[src/rtl/mlpp_pkg.sv]
// Package for the MPLS label push/pop block: constants, codes and shared types.
// No dependencies; the register file, the top level and the testbench import it.
package mlpp_pkg;

  localparam logic [15:0] EtherTypeMpls = 16'h8847;
  localparam logic [7:0]  TtlValue      = 8'hff;
  localparam int          HdrBytesMax   = 22;
  localparam int          HdrBytesBase  = 18;
  localparam int          CntW          = $clog2(HdrBytesMax + 1);

  localparam int MacOffsetEnd   = 5;
  localparam int EtypeOffsetEnd = 13;
  localparam int Label1OffsetEnd = 17;
  localparam int Label2OffsetEnd = 21;

  typedef logic [CntW-1:0] cnt_t;

  typedef enum logic [2:0] {
    RegLocalMac,
    RegPeerMac,
    RegSvcLabelOut,
    RegSvcLabelIn,
    RegTrLabelOut,
    RegTrLabelIn
  } reg_idx_e;

  typedef enum logic {
    ActEncap = 1'b0,
    ActDecap = 1'b1
  } action_e;

  typedef enum logic {
    SideWire   = 1'b0,
    SideTunnel = 1'b1
  } side_e;

  typedef struct packed {
    logic [47:0] local_mac;
    logic [47:0] peer_mac;
    logic [19:0] svc_label_out;
    logic [19:0] svc_label_in;
    logic [19:0] tr_label_out;
    logic [19:0] tr_label_in;
  } cfg_t;

  // Label stack entry: label, EXP 0, bottom-of-stack flag, TTL.
  function automatic logic [31:0] label_word(logic [19:0] label, logic bos);
    return {label, 3'b000, bos, TtlValue};
  endfunction

endpackage

[src/rtl/mlpp_if.sv]
// Handshake interfaces of the MPLS label push/pop block: input, result and config channels.
// Depends on nothing; widths follow the fields of each channel.
interface mlpp_in_if;
  logic       valid;
  logic       ready;
  logic       action;
  logic [7:0] data_byte;
  logic       pkt_first;
  logic       pkt_last;

  modport source(output valid, action, data_byte, pkt_first, pkt_last, input ready);
  modport sink(input valid, action, data_byte, pkt_first, pkt_last, output ready);
endinterface

interface mlpp_out_if;
  logic       valid;
  logic       ready;
  logic       side;
  logic [7:0] out_byte;
  logic       out_first;
  logic       out_last;
  logic       run_end;

  modport source(output valid, side, out_byte, out_first, out_last, run_end, input ready);
  modport sink(input valid, side, out_byte, out_first, out_last, run_end, output ready);
endinterface

interface mlpp_cfg_if;
  logic        valid;
  logic        ready;
  logic [2:0]  index;
  logic [47:0] data;

  modport source(output valid, index, data, input ready);
  modport sink(input valid, index, data, output ready);
endinterface

[src/rtl/mpls_label_push_pop.sv]
// Top level of the MPLS label push/pop block: byte-stream encapsulation and decapsulation.
// Depends on mlpp_pkg, the interfaces in mlpp_if and the register file mlpp_regs.
//
//   channel  | dir | contents
//   in_i     | in  | action, data_byte, pkt_first, pkt_last
//   out_o    | out | side, out_byte, out_first, out_last, run_end
//   cfg_i    | in  | index (0..5), data (48 bits)
//
// An accepted word is held in an input register and its results leave through an
// output register, one result per cycle while the result side does not stall.
// A decapsulated byte or an encapsulated byte without pkt_first gives at most one result,
// so a new word is taken every cycle unless stalled; a first encapsulated byte holds the
// input register until one result per header word and its payload word have gone out.
// Reset clears all control state and the configuration to zero; a stall on the result
// side stops the input register, and the input accepts as soon as its word has gone out.
module mpls_label_push_pop (
  input  logic       clk_i,
  input  logic       rst_ni,
  mlpp_in_if.sink    in_i,
  mlpp_out_if.source out_o,
  mlpp_cfg_if.sink   cfg_i
);
  import mlpp_pkg::*;

  cfg_t cfg;

  mlpp_regs u_regs (
    .clk_i  (clk_i),
    .rst_ni (rst_ni),
    .cfg_i  (cfg_i),
    .cfg_o  (cfg)
  );

  // Input register.
  logic       hold_v_q;
  action_e    hold_act_q;
  logic [7:0] hold_byte_q;
  logic       hold_first_q;
  logic       hold_last_q;
  cnt_t       idx_q;

  // Receive-side packet state.
  cnt_t        hc_q, hc_d;
  logic        ok_q, ok_d;
  logic [47:0] sh_q, sh_d;
  logic        ps_q, ps_d;

  // Output register.
  logic       out_v_q;
  side_e      side_q;
  logic [7:0] byte_q;
  logic       first_q;
  logic       last_q;
  logic       end_q;

  logic                          out_free;
  logic [HdrBytesMax-1:0][7:0]   enc_hdr;
  cnt_t                          enc_hlen;
  cnt_t                          dec_hlen;
  cnt_t                          enc_sel;
  logic                          enc_in_hdr;
  logic                          enc_end;
  logic                          dec_emit;
  logic                          res_valid;
  side_e                         res_side;
  logic [7:0]                    res_byte;
  logic                          res_first;
  logic                          res_last;
  logic                          res_end;
  logic                          step;
  logic                          hold_done;
  logic                          in_ready;
  logic                          in_fire;

  assign out_free = !out_v_q || out_o.ready;

  // Encapsulation: header bytes in wire order, transport word replaced by the
  // service word when no transport label is configured.
  assign enc_hdr = {cfg.peer_mac, cfg.local_mac, EtherTypeMpls,
                    (cfg.tr_label_out != '0) ? label_word(cfg.tr_label_out, 1'b0)
                                             : label_word(cfg.svc_label_out, 1'b1),
                    label_word(cfg.svc_label_out, 1'b1)};
  assign enc_hlen   = (cfg.tr_label_out != '0) ? cnt_t'(HdrBytesMax) : cnt_t'(HdrBytesBase);
  assign enc_in_hdr = hold_first_q && (idx_q < enc_hlen);
  assign enc_sel    = enc_in_hdr ? cnt_t'(HdrBytesMax - 1) - idx_q : '0;
  assign enc_end    = !enc_in_hdr;

  // Decapsulation: header parsing and checks.
  assign dec_hlen = (cfg.tr_label_in != '0) ? cnt_t'(HdrBytesMax) : cnt_t'(HdrBytesBase);

  always_comb begin
    cnt_t        cnt;
    logic        ok;
    logic [47:0] sh;
    logic        ps;
    logic [19:0] want;
    cnt  = hold_first_q ? '0 : hc_q;
    ok   = hold_first_q ? 1'b1 : ok_q;
    sh   = hold_first_q ? '0 : sh_q;
    ps   = hold_first_q ? 1'b0 : ps_q;
    want = (cfg.tr_label_in != '0) ? cfg.tr_label_in : cfg.svc_label_in;
    hc_d     = cnt;
    ok_d     = ok;
    sh_d     = sh;
    ps_d     = ps;
    dec_emit = 1'b0;
    if (ok) begin
      if (cnt < dec_hlen) begin
        sh_d = {sh[39:0], hold_byte_q};
        if (cnt == cnt_t'(MacOffsetEnd)) begin
          ok_d = (sh_d == cfg.local_mac);
        end else if (cnt == cnt_t'(EtypeOffsetEnd)) begin
          ok_d = (sh_d[15:0] == EtherTypeMpls);
        end else if (cnt == cnt_t'(Label1OffsetEnd)) begin
          ok_d = (sh_d[31:12] == want);
        end else if (cnt == cnt_t'(Label2OffsetEnd) && cfg.tr_label_in != '0) begin
          ok_d = (sh_d[31:12] == cfg.svc_label_in);
        end
        hc_d = cnt + cnt_t'(1);
      end else begin
        dec_emit = 1'b1;
        ps_d     = 1'b1;
      end
    end
    if (hold_last_q) begin
      ok_d = 1'b0;
    end
  end

  // Result selection.
  always_comb begin
    if (hold_act_q == ActEncap) begin
      res_valid = hold_v_q;
      res_side  = SideWire;
      res_byte  = enc_in_hdr ? enc_hdr[enc_sel] : hold_byte_q;
      res_first = hold_first_q && (idx_q == '0);
      res_last  = enc_end && hold_last_q;
      res_end   = enc_end;
    end else begin
      res_valid = hold_v_q && dec_emit;
      res_side  = SideTunnel;
      res_byte  = hold_byte_q;
      res_first = !(ps_q && !hold_first_q);
      res_last  = hold_last_q;
      res_end   = 1'b1;
    end
  end

  assign step      = hold_v_q && (out_free || !res_valid);
  assign hold_done = step && (hold_act_q == ActDecap || enc_end);
  assign in_ready  = !hold_v_q || hold_done;
  assign in_fire   = in_i.valid && in_ready;
  assign in_i.ready = in_ready;

  always_ff @(posedge clk_i or negedge rst_ni) begin
    if (!rst_ni) begin
      hold_v_q <= 1'b0;
      idx_q    <= '0;
    end else begin
      if (in_fire) begin
        hold_v_q <= 1'b1;
      end else if (hold_done) begin
        hold_v_q <= 1'b0;
      end
      if (hold_done) begin
        idx_q <= '0;
      end else if (step && hold_act_q == ActEncap) begin
        idx_q <= idx_q + cnt_t'(1);
      end
    end
  end

  always_ff @(posedge clk_i) begin
    if (in_fire) begin
      hold_act_q   <= action_e'(in_i.action);
      hold_byte_q  <= in_i.data_byte;
      hold_first_q <= in_i.pkt_first;
      hold_last_q  <= in_i.pkt_last;
    end
  end

  always_ff @(posedge clk_i or negedge rst_ni) begin
    if (!rst_ni) begin
      hc_q <= '0;
      ok_q <= 1'b0;
      sh_q <= '0;
      ps_q <= 1'b0;
    end else if (step && hold_act_q == ActDecap) begin
      hc_q <= hc_d;
      ok_q <= ok_d;
      sh_q <= sh_d;
      ps_q <= ps_d;
    end
  end

  always_ff @(posedge clk_i or negedge rst_ni) begin
    if (!rst_ni) begin
      out_v_q <= 1'b0;
    end else if (out_free) begin
      out_v_q <= res_valid;
    end
  end

  always_ff @(posedge clk_i) begin
    if (out_free && res_valid) begin
      side_q  <= res_side;
      byte_q  <= res_byte;
      first_q <= res_first;
      last_q  <= res_last;
      end_q   <= res_end;
    end
  end

  assign out_o.valid     = out_v_q;
  assign out_o.side      = side_q;
  assign out_o.out_byte  = byte_q;
  assign out_o.out_first = first_q;
  assign out_o.out_last  = last_q;
  assign out_o.run_end   = end_q;

  // A header position other than zero only exists for a first encapsulated byte.
  a_idx_owner: assert property (@(posedge clk_i) disable iff (!rst_ni)
    idx_q != '0 |-> hold_v_q && hold_act_q == ActEncap && hold_first_q)
    else $error("header position set without a first encapsulated byte");

  // The receive header count never passes the longest header.
  a_hc_range: assert property (@(posedge clk_i) disable iff (!rst_ni)
    hc_q <= cnt_t'(HdrBytesMax))
    else $error("receive header count out of range");

  // A decapsulated byte is always the only result of its word.
  a_dec_single: assert property (@(posedge clk_i) disable iff (!rst_ni)
    out_o.valid && out_o.side == SideTunnel |-> out_o.run_end)
    else $error("tunnel-side word without run end");

  // The first byte of an encapsulated frame is a header byte, never the last result.
  a_enc_first: assert property (@(posedge clk_i) disable iff (!rst_ni)
    out_o.valid && out_o.side == SideWire && out_o.out_first |-> !out_o.run_end)
    else $error("encapsulated frame start ends its run");

endmodule

[src/rtl/mlpp_regs.sv]
// Configuration register file of the MPLS label push/pop block.
// Depends on mlpp_pkg and the mlpp_cfg_if interface.
module mlpp_regs (
  input  logic              clk_i,
  input  logic              rst_ni,
  mlpp_cfg_if.sink          cfg_i,
  output mlpp_pkg::cfg_t    cfg_o
);
  import mlpp_pkg::*;

  cfg_t cfg_q;

  assign cfg_i.ready = 1'b1;
  assign cfg_o       = cfg_q;

  always_ff @(posedge clk_i or negedge rst_ni) begin
    if (!rst_ni) begin
      cfg_q <= '0;
    end else if (cfg_i.valid) begin
      unique case (reg_idx_e'(cfg_i.index))
        RegLocalMac:    cfg_q.local_mac     <= cfg_i.data;
        RegPeerMac:     cfg_q.peer_mac      <= cfg_i.data;
        RegSvcLabelOut: cfg_q.svc_label_out <= cfg_i.data[19:0];
        RegSvcLabelIn:  cfg_q.svc_label_in  <= cfg_i.data[19:0];
        RegTrLabelOut:  cfg_q.tr_label_out  <= cfg_i.data[19:0];
        RegTrLabelIn:   cfg_q.tr_label_in   <= cfg_i.data[19:0];
        default: ;
      endcase
    end
  end

endmodule

[src/flat_wrapper.sv]
// flat-port wrapper written by rule: the top's interface ports become plain ports
module mpls_label_push_pop_flat import mlpp_pkg::*;
  (clk_i, rst_ni, in_i_valid, in_i_action, in_i_data_byte, in_i_pkt_first, in_i_pkt_last, in_i_ready, out_o_valid, out_o_side, out_o_out_byte, out_o_out_first, out_o_out_last, out_o_run_end, out_o_ready, cfg_i_valid, cfg_i_index, cfg_i_data, cfg_i_ready);
  mlpp_in_if in_i_i ();
  mlpp_out_if out_o_i ();
  mlpp_cfg_if cfg_i_i ();
  input  logic clk_i;
  input  logic rst_ni;
  input wire logic [$bits(in_i_i.valid)-1:0] in_i_valid;
  input wire logic [$bits(in_i_i.action)-1:0] in_i_action;
  input wire logic [$bits(in_i_i.data_byte)-1:0] in_i_data_byte;
  input wire logic [$bits(in_i_i.pkt_first)-1:0] in_i_pkt_first;
  input wire logic [$bits(in_i_i.pkt_last)-1:0] in_i_pkt_last;
  output wire logic [$bits(in_i_i.ready)-1:0] in_i_ready;
  output wire logic [$bits(out_o_i.valid)-1:0] out_o_valid;
  output wire logic [$bits(out_o_i.side)-1:0] out_o_side;
  output wire logic [$bits(out_o_i.out_byte)-1:0] out_o_out_byte;
  output wire logic [$bits(out_o_i.out_first)-1:0] out_o_out_first;
  output wire logic [$bits(out_o_i.out_last)-1:0] out_o_out_last;
  output wire logic [$bits(out_o_i.run_end)-1:0] out_o_run_end;
  input wire logic [$bits(out_o_i.ready)-1:0] out_o_ready;
  input wire logic [$bits(cfg_i_i.valid)-1:0] cfg_i_valid;
  input wire logic [$bits(cfg_i_i.index)-1:0] cfg_i_index;
  input wire logic [$bits(cfg_i_i.data)-1:0] cfg_i_data;
  output wire logic [$bits(cfg_i_i.ready)-1:0] cfg_i_ready;
  assign in_i_i.valid = in_i_valid;
  assign in_i_i.action = in_i_action;
  assign in_i_i.data_byte = in_i_data_byte;
  assign in_i_i.pkt_first = in_i_pkt_first;
  assign in_i_i.pkt_last = in_i_pkt_last;
  assign in_i_ready = in_i_i.ready;
  assign out_o_valid = out_o_i.valid;
  assign out_o_side = out_o_i.side;
  assign out_o_out_byte = out_o_i.out_byte;
  assign out_o_out_first = out_o_i.out_first;
  assign out_o_out_last = out_o_i.out_last;
  assign out_o_run_end = out_o_i.run_end;
  assign out_o_i.ready = out_o_ready;
  assign cfg_i_i.valid = cfg_i_valid;
  assign cfg_i_i.index = cfg_i_index;
  assign cfg_i_i.data = cfg_i_data;
  assign cfg_i_ready = cfg_i_i.ready;
  mpls_label_push_pop u_core (.clk_i(clk_i), .rst_ni(rst_ni), .in_i(in_i_i), .out_o(out_o_i), .cfg_i(cfg_i_i));
endmodule
[config.mk]
export PLATFORM = sky130hd
export DESIGN_NAME = mpls_label_push_pop_flat
export DESIGN_NICKNAME = d
export VERILOG_FILES = /design/src/rtl/mlpp_pkg.sv /design/src/rtl/mlpp_if.sv /design/src/rtl/mpls_label_push_pop.sv /design/src/rtl/mlpp_regs.sv /design/src/flat_wrapper.sv
export SDC_FILE = /design/constraint.sdc
export NUM_CORES = 1
export LEC_CHECK = 0
export ABC_AREA = 1
export CAP_MARGIN = 0
export CORE_MARGIN = 5
export CORE_UTILIZATION = 40
export DETAILED_ROUTE_END_ITERATION = 10
export DONT_BUFFER_PORTS = 1
export PLACE_DENSITY = 0.64
export SLEW_MARGIN = 20
export SYNTH_ARGS = -nofsm -noshare
export SYNTH_HDL_FRONTEND = slang
export SYNTH_SLANG_ARGS = --single-unit
[constraint.sdc]
create_clock -name clk_i -period 5.7 [get_ports clk_i]
set_clock_uncertainty 0.1 [all_clocks]
set_input_delay 0 -clock clk_i [delete_from_list [all_inputs] [get_ports clk_i]]
set_output_delay 0 -clock clk_i [all_outputs]
set_load 0.05 [all_outputs]
==> summary.md <==
| Metric | Value |
|---|---|
| P_int | `0.00397 W` |
| Setup Viol. Count Final | `0` |
| Die ar. | `37800 sq um` |
| Sequential area share after synthesis | `47.3%` |
| Gpl congestion | `0.964` |
| Crit-path slowest cell | `edfxtp_1` |
| CP Class | `reg -> out` |
| Vias per cell | `5.35` |
| Vias | `12478` |
| Period utilization | `66.2%` |
| Vias in the first global route | `11802` |
| Top-count cell post-synth | `nand2_1` |
| Max H-tree Level | `1` |
| Pin count of the biggest net entering global routing | `231` |
| #FFs+latches synth | `253` |
| Root buf cell | `clkbuf_16` |
| Switching portion of total power | `38.8%` |
| Seq pwr share | `40.0%` |
| Syn nets | `1903` |
| Cell Count, Final, Fillers Out | `2333` |
| Cell taking the most area after synthesis | `dfrtp_1` |
| Worst VDD drop | `0.286 mV` |
| Net Sw Power | `0.00252 W` |
| Die Span Y | `194 um` |
| Relative slew slack | `27.0%` |
| Die X | `194 um` |
| CP Buf/Inv Count | `3` |
| Maximum clock frequency | `265 MHz` |
| Worst Path Required | `5600 ps` |
| Outcome | `complete, but fails checks` |
| Later-pin clock latency in the skew report | `570 ps` |
| Synth Warn # | `0` |
| Mean instance size in the synthesized netlist | `7.44 sq um` |
| Critical Path Fanout Max | `38` |
| TritonCTS clock tree | `built` |
| RSZ-0062 raised after global routing | `false` |
| Commonest cells post-synth | `nand2_1, o21ai_0, dfrtp_1` |
| Clock power frac | `29.9%` |
| HPWL after detailed placement | `30.9 mm` |
| Grt ovf | `0` |
| Startpoint types | `flip-flop` |
| TritonCTS Buffers | `29` |
| Max clock buf depth | `3` |
| CP Cell Sequence | `inv_2 > nor2_1 > nand2_1 > nand2_4 > inv_2 > nor2_2 > nor2_1 > inv_1 > nand2_1` |
| Async SR Flop Fraction | `90.9%` |
| Drt total wl | `44.5 mm` |
| Crit-path max cell delay | `710 ps` |
| Final Hold Fails | `33` |
| 1st-iter DRT viols | `1263` |
| Number of clock sinks | `253` |
| Worst R2R Setup Slack | `1960 ps` |
| Post-synth EDFFs | `23` |
| Top cells by area, synth | `dfrtp_1, nand2_1, o21ai_0` |
| I/O Buffers | `0` |
| Area fraction of the dominant cell type after synthesis | `42.3%` |
| Wire per inst | `19.1 um` |
| Worst Hold Class | `in -> async` |
| Num rows | `67` |
| Hold_ws | `-18.8 ps` |
| # DRC | `0` |
| CTS clock-pin slew for the worst setup and hold paths | `60 ps` |
| CP top delay family | `simple AND/OR/NAND/NOR gates` |
| Post-CTS setup buffer count | `0` |
| Nets | `1935` |
| Mapped Area | `13600 sq um` |
| Post-layout min period | `3770 ps` |
| Core ar. | `33500 sq um` |
| Syn Inst Count | `1830` |
| Worst-Margin Slew | `1090 ps` |
| Initial antenna violation count | `1` |
| First-pass iteration count of the detailed router | `7` |
| Final ANT Viol Nets | `0` |
| First-pass GRT wire length | `68.2 mm` |
| Placed instance count | `2199` |
| Arr. time, crit path | `3670 ps` |
| Layout cell share with drive strength beyond 1 | `6.37%` |
| PwrDens | `414 nW/um^2` |
| Max cap viols | `0` |
| Top Ports | `82` |
| Slew Viols, Final | `0` |
| Netlist cell types | `40` |
| Area Growth Syn to Fin | `15.0%` |
| Most used DFF post-synth | `dfrtp_1` |
| Leak Pwr | `7.60 nW` |
| Total track usage | `22.8%` |
| Part of the power in combinational logic | `30.1%` |
| Failing checks | `hold timing` |
| Critical path endpoint category | `primary output` |
| Final TNS setup | `0 ps` |
| Initial Util | `40.6%` |
[kinds of logic after synthesis]
group	synth area share [%]
AND/OR/NAND/NOR	27.8
AO/OA/AOI/OAI	13.1
buffers and inverters	8.49
flip-flops	47.3
XOR/XNOR	2.70
adder cells (fa/ha/maj)	0.551
other	0.0275
[worst paths after layout]
path | startpoint | end | cells after the start
min in group clk_i | cfg_i_valid | u_core.u_regs.cfg_o[71] | 5
worst max register to register | u_core.u_regs.cfg_o[4] | u_core.sh_q[5] | 18
max in group asynchronous | rst_ni | u_core.u_regs.cfg_o[48] | 3
worst min-delay path | rst_ni | u_core.u_regs.cfg_o[78] | 2
worst min register to register | u_core.sh_q[19] | u_core.sh_q[19] | 2
worst max-delay path | u_core.hold_first_q | in_i_ready | 9
[registers in the layout, indices dropped and copies added, names as in the netlist, 5 cells and up]
name and cells:
u_core.idx_q 5, u_core.hold_byte_q 8, u_core.u_regs.cfg_o 176, u_core.out_o.out_byte 8
u_core.sh_q 40, u_core.hc_q 5
[placed cells by master, fill, tap and decap left out, types with 3 or more instances in the layout]
cell type and count:
nand2_1 592, o21ai_0 232, dfrtp_1 230, inv_1 182
nor2_1 123, nand3_1 117, dlygate4sd3_1 78, a21oi_1 40
clkbuf_16 29, xor2_1 24, edfxtp_1 23, o21ai_1 22
nand4_1 20, xnor2_1 18, or2_2 17, inv_2 17
o211ai_1 14, nor3_1 9, nor4_1 8, nand2_2 7
buf_4 7, a31oi_1 6, o211ai_2 6, ha_1 6
nor2_2 5, nand2_4 5, clkinv_4 5, clkbuf_1 4
bufinv_16 4, o21ai_2 3, clkinv_2 3, clkinvlp_4 3
[stage by stage]
step	util (%)	total power (W)	worst slack, ps	area, sq um	hold WS (ps)
final	46.7	0.00649	1930	15700	-18.8
after CTS	46.6	0.00647	1950	15600	19.0
after global placement	41.2	0.00441	2050	13800	-380
after detailed placement	41.2	0.00445	2010	13800	-381
after floorplan	-	0.00388	2740	13600	-396
after global routing	46.7	0.00685	1600	15700	19.1
[area by class of cell]
type / count / area [sq um]
clock inverter: 18 / 223
antenna: 1 / 2.50
multi-input combinational: 1292 / 6030
timing repair buffer: 87 / 888
tap: 448 / 561
inverter: 199 / 747
fill: 3362 / 17900
clock buffer: 35 / 768
sequential: 253 / 6450
[worst register-to-register path, delay by kind of cell, from the launching register on]
kind	cells	cell delay (ps)
and+or+nand+nor	5	910
adders and majority gates	1	140
AOI/OAI and AO/OA	5	1010
buffers and inverters	7	1060
DFF	1	400
[per-layer routing]
metal	share of wire (%)	wire length [um]	GRT usage [%]
met4	3.8	1690	8.20
met2	47	20800	37.4
met5	0	0	0
met3	7.2	3210	2.87
met1	42	18800	31.2
[power groups by stage]
stage,registers (W),clock network (W),logic [W]
floorplan,0.00245,0,0.00143
global placement,0.00260,0,0.00181
detailed placement,0.00260,0,0.00184
CTS,0.00258,0.00196,0.00193
global route,0.00262,0.00204,0.00218
finish,0.00259,0.00194,0.00195
[timing repair]
action | 4_1_cts | 5_1_grt
hold buffers | 79 | 0
hold endpoints to repair | 447 | 0
resized for setup | 0 | 0
Note: power is estimated with default switching activity, not from simulation.
